===== src/hdl/variable_coefficient_error_diffusion_assert.svh =====
// ----------------------------------------------------------------------------
// variable_coefficient_error_diffusion_assert.svh
// Assertion macros used by the halftoner top level.
// ----------------------------------------------------------------------------
`ifndef VARIABLE_COEFFICIENT_ERROR_DIFFUSION_ASSERT_SVH
`define VARIABLE_COEFFICIENT_ERROR_DIFFUSION_ASSERT_SVH

// same-cycle implication, checked out of reset
`define VCED_AST_IMP(lbl, ante, cons, msg) \
  lbl: assert property (@(posedge clk) disable iff (!rst_n) (ante) |-> (cons)) else $error(msg);

// next-cycle implication, checked out of reset
`define VCED_AST_NXT(lbl, ante, cons, msg) \
  lbl: assert property (@(posedge clk) disable iff (!rst_n) (ante) |=> (cons)) else $error(msg);

`endif


===== src/hdl/vced_fifo.sv =====
// ----------------------------------------------------------------------------
// vced_fifo
// Two-entry queue between the front and the error-diffusion engine.
// ----------------------------------------------------------------------------
`default_nettype none

module vced_fifo #(
  parameter int W = 8
) (
  input  wire logic         clk,
  input  wire logic         rst_n,
  input  wire logic         push,
  input  wire logic [W-1:0] push_data,
  output logic              full,
  input  wire logic         pop,
  output logic              head_valid,
  output logic [W-1:0]      head_data
);

  logic [W-1:0] ent_r [2];
  logic         wp_r, rp_r;
  logic [1:0]   cnt_r;

  assign full       = cnt_r == 2'd2;
  assign head_valid = cnt_r != 2'd0;
  assign head_data  = ent_r[rp_r];

  always_ff @(posedge clk) begin
    if (!rst_n) begin
      wp_r  <= 1'b0;
      rp_r  <= 1'b0;
      cnt_r <= 2'd0;
    end else begin
      if (push) wp_r <= !wp_r;
      if (pop)  rp_r <= !rp_r;
      cnt_r <= cnt_r + 2'(push) - 2'(pop);
    end
  end

  always_ff @(posedge clk) begin
    if (push) ent_r[wp_r] <= push_data;
  end

endmodule

`default_nettype wire


===== config.mk =====
export PLATFORM = sky130hd
export DESIGN_NAME = vced_fifo
export DESIGN_NICKNAME = d
export VERILOG_FILES = /design/src/hdl/variable_coefficient_error_diffusion_assert.svh /design/src/hdl/vced_fifo.sv
export SDC_FILE = /design/constraint.sdc
export NUM_CORES = 1
export LEC_CHECK = 0
export ABC_AREA = 1
export BUFFER_PORTS_ARGS = -buffer_cell sky130_fd_sc_hd__buf_2
export CAP_MARGIN = 40
export CORE_ASPECT_RATIO = 1.25
export CORE_MARGIN = 2
export CORE_UTILIZATION = 40
export CTS_BUF_LIST = sky130_fd_sc_hd__clkbuf_16
export DETAILED_ROUTE_END_ITERATION = 8
export GPL_ROUTABILITY_DRIVEN = 0
export GPL_TIMING_DRIVEN = 0
export RECOVER_POWER = 100
export SYNTH_ARGS = -nofsm -noshare
export SYNTH_HDL_FRONTEND = slang
export SYNTH_SLANG_ARGS = --single-unit

===== constraint.sdc =====
create_clock -name clk -period 1.5 [get_ports clk]
set_clock_uncertainty 0.2 [all_clocks]
set_input_delay 0.375 -clock clk [delete_from_list [all_inputs] [get_ports clk]]
set_output_delay 0.375 -clock clk [all_outputs]
set_load 0.05 [all_outputs]

Word level (Yosys, flattened, before mapping). Memory sizes are Yosys's and may differ from the RTL's. A register that Yosys moved wholly into a read port is not among the register bits. Index checks and enable logic that the tools add are counted.

Bits in latches: 0. Memories: 1. Bits in read-only memories: 0. Bits in writable memories: 16. Flip-flop bits (word level): 4. Output and inout bits: 10.

$lt $le $gt $ge: 0. Reduce and logical (&&, ||, !) cells: 3. $add $sub $neg: 2. Divide/modulo/power cells: 0. Multipliers: 0. Equality and inequality tests: 1. Bitwise logic cells: 0. Shift-type cells: 0. Mux-type cells: 4.

Memories: ent_r (depth 2, width 8, rd ports 1, clocked after Yosys merged registers in 1, write ports 1, RTL line vced_fifo.sv:20) `logic [W-1:0] ent_r [2];`.

Operator list (count): two-way mux 1 bit (4); adder 2 x 1 -> 2 bit (1); == test 2 bit (second input constant) (1); zero test 1 bit (2); nonzero test 2 bit (1); subtractor 2 x 1 -> 2 bit (1).

Depth between registers and ports, before layout.
Depth in word-level cells: 3. Depth in mapped cells: 7. Gate-level depth less buffers: 7.

Worst setup path after synthesis. No wires, ideal clock.

Kind: flip-flop to output port. Start point: reg cnt_r[1]. End point: out full. Stages on the path, launching flop included: 3. Data arrival time: 1.006 ns. Required time: 0.925 ns. Setup slack: -0.081 ns. Cells stage by stage: dfxtp_1 inv_1 nor2_1.

Word-level cells in the longest chain between the ends: 1.

Ends and longest elaborated chain: start, declared (RTL line vced_fifo.sv:22) `logic [1:0] cnt_r;`; start signal, assigned (RTL line vced_fifo.sv:36) `cnt_r <= cnt_r + 2'(push) - 2'(pop);`; == test 2 bit (RTL line vced_fifo.sv:24) `assign full = cnt_r == 2'd2;`; end, declared (RTL line vced_fifo.sv:14) `output logic full,`.

No other way between the ends.

==> impl_metrics.csv <==
group,metric,value,unit
outcome,run_status,"complete, but fails checks",
outcome,violations_in_the_final_reports,"negative setup slack",
clock_network,clock_path_buffers,2,
clock_network,tritoncts,"done",
synthesis,synthCells,58,
routing,detail_route.wirelength,1.234,mm
floorplan,design.die.area,2477,um2
sta,finalCritPeriodShare,1.168,
global_routing,initial_antenna_violation_count,0,
clock_network,postCtsHoldBufs,0,
critical_path,setup.worst_path.class,"reg -> out",
synthesis,postSynthAreaPerCell,14.43,um2
sta,grt_setup_unrepaired,"yes",
sta,setup_viol,8,
floorplan,fp-row-count,18,
global_routing,first_pass_grt_wire_length,1.856,mm
synthesis,yosys.cell_types.count,10,
pwr,comb_power_share,0.207,
global_routing,grt_max_degree,12,
global_routing,first_global_vias,435,
sta,relSlewSlack,0.7047,
clock_network,h-tree-depth,1,
floorplan,start_util,0.4223,
pwr,power_switching,0.0003883,W
final_layout,layout.core_utilization,0.5663,
routing,final_antenna_net_count,0,
critical_path,type_of_origin_of_the_critical_path,"flip-flop",
routing,avgRoutedWirePerCell,11.98,um
final_layout,area_delta_synth_final,34.08,%
floorplan,die_h,55.15,um
critical_path,timing.critical_path.fanout_max,8,
placed_design,place_worst_setup_slack,-0.1754,ns
critical_path,cpMostUsedCell,"sky130_fd_sc_hd__buf_8",
routing,drt_first_pass_iters,3,
routing,route.detailed.drc,0,
critical_path,critPathBufInv,2,
synthesis,syn-cell-area,837.1,um2
critical_path,critical_path.endpoint_type,"output port",
final_layout,n_fill_cell,168,
clock_network,clk_latency,0.25,ns
sta,time_the_worst_path_needs_with_i_o_delays_and_setup,1.753,ns
pwr,power.share.sequential,0.444,
final_layout,design.final.nets,98,
clock_network,cts.sink_count,21,
pwr,internal-power,0.001150,W
critical_path,cp_cell_sequence,"buf_8, mux2_4, buf_8",
pwr,switching_share,0.2524,
critical_path,cp_data_required_time,0.92,ns
routing,routed_via_density,4.767,
hold_path,worst_hold_path_type,"in -> reg",
global_routing,total_routing_resource_utilization_after_global_routing,0.1123,
pwr,clock_power_share,0.349,
pwr,worst_ir_drop_vdd,0.7668,mV
synthesis,yosys_register_bits,21,
critical_path,worst-endpoint-arrival,1.18,ns
synthesis,synthesis.nets,72,
job,max_cap_viol_count,0,
sta,report.final.slew_viol_count,0,
placed_design,io_buffers,21,
sta,final_hold_violation_count,0,
placed_design,detailed_place.area,969.7,um2
clock_network,total_cts_buffers,3,
pwr,powerDensity,1371,nW/um2
synthesis,synthesis.yosys.warnings,0,
routing,vias,491,
floorplan,core_area,1982,um2
clock_network,clock_transition_at_the_registers_of_the_reported_paths,0.05,ns
floorplan,num_io_pins,22,
sta,worst_slew_pin_slew,0.4424,ns
sta,timing.fmax,0.5706,GHz
synthesis,synth_sequential_area_ratio,0.6936,
critical_path,timing.critical_path.slowest_stage_cell,"sky130_fd_sc_hd__dfxtp_2",
final_layout,drive_gt1_frac,0.4337,
final_layout,fin_area,1122,um2
sta,final.setup.worst_slack,-0.2526,ns
critical_path,path_delay_family,"flip-flops",
final_layout,antennaDiodeCount,0,
floorplan,fp.dieW,44.92,um
routing,first_iter_violations,4,
clock_network,cts_root_buf,"sky130_fd_sc_hd__clkbuf_16",
global_routing,overflow,0,
placed_design,hpwlAfterDp,873.7,um
critical_path,timing.critical_path.slowest_cell_delay,0.33,ns
pwr,cellLeakagePower,0.4955,nW
cell type report:
class	count	area (um2)	share of cell area
clock buffer	3	75.07	0.06689
clock inverter	1	3.754	0.003344
multi-input combinational	29	226.5	0.2018
inverter	7	26.28	0.02341
sequential	21	583.1	0.5195
buffer	1	15.01	0.01338
tap	20	25.02	0.02230
timing repair buffer	21	167.7	0.1494
path summary, 6_finish.rpt:
check | start | endpoint | slack (ns) | cells past startpoint
hold reg to reg | rp_r | flip-flop | 0.30 | 2
setup reg to reg | cnt_r[0] | cnt_r[1] | 0.11 | 7
hold / removal | push_data[3] | ent_r[1][3] | 0.12 | 1
setup / recovery | flip-flop | head_data[1] | -0.25 | 3
cell usage in the layout (no fill, tap or decap), drive strengths merged:
cell type and count:
mux2 8, buf 19, ha 2, nand3 1, nand2 9, nor2 8, a21oi 1, edfxtp 16
clkbuf 6, inv 8, dfxtp 5
Yosys cell counts (all sizes together):
master / count / share of area
dfxtp: 5 / 0.12
mux2: 8 / 0.14
inv: 7 / 0.031
nand2: 9 / 0.040
buf: 1 / 0.013
nand3: 1 / 0.0060
nor2: 8 / 0.036
a21oi: 1 / 0.0060
ha: 2 / 0.030
edfxtp: 16 / 0.57
kinds of logic after synthesis:
| group | synth area share |
|---|---|
| AOI/OAI and AO/OA | 0.005973 |
| DFF | 0.6936 |
| adders and majority gates | 0.02989 |
| buffers and inverters | 0.04485 |
| muxes | 0.1435 |
| and+or+nand+nor | 0.08221 |
metrics by stage:
step	TNS [ns]	std cells	total power (W)	hold slack, ns
final	-1.981	103	0.001539	0.1163
after global routing	-2.286	103	0.001609	0.1087
after CTS	-2.061	103	0.001543	0.1109
after detailed placement	-1.796	99	0.0009622	0.2819
after global placement	-1.525	99	0.0009535	0.2769
after floorplan	0	58	0.0009010	0.2635
sequential cells by signal (all words and copies together) (netlist names), named ones only:
register and flops:
cnt_r 2, ent_r 16, rp_r 1, wp_r 1
metal layers:
metal  part of all wire  GRT usage  vias to the layer above
met2               0.50     0.1908                       15
met5                  0          0                        -
met4             0.0097    0.08824                        0
met3              0.067    0.03896                        2
li1                   -          -                      245
met1               0.42     0.1111                      229
timing repair:
item	4_1_cts	5_1_grt
gates resized for setup	22	5
setup buffers	0	0
pin swaps	0	1
setup endpoints to repair	10	18
power groups by stage:
| stage | registers, W | clock network (W) | logic (W) |
|---|---|---|---|
| 3_5_place_dp | 0.000692 | 0 | 0.000270 |
| 2_1_floorplan | 0.000690 | 0 | 0.000211 |
| 6_report | 0.000684 | 0.000537 | 0.000318 |
| 5_1_grt | 0.000686 | 0.000583 | 0.000341 |
| 3_3_place_gp | 0.000691 | 0 | 0.000263 |
| 4_1_cts | 0.000682 | 0.000549 | 0.000312 |
(Power assumes the default switching activity.)
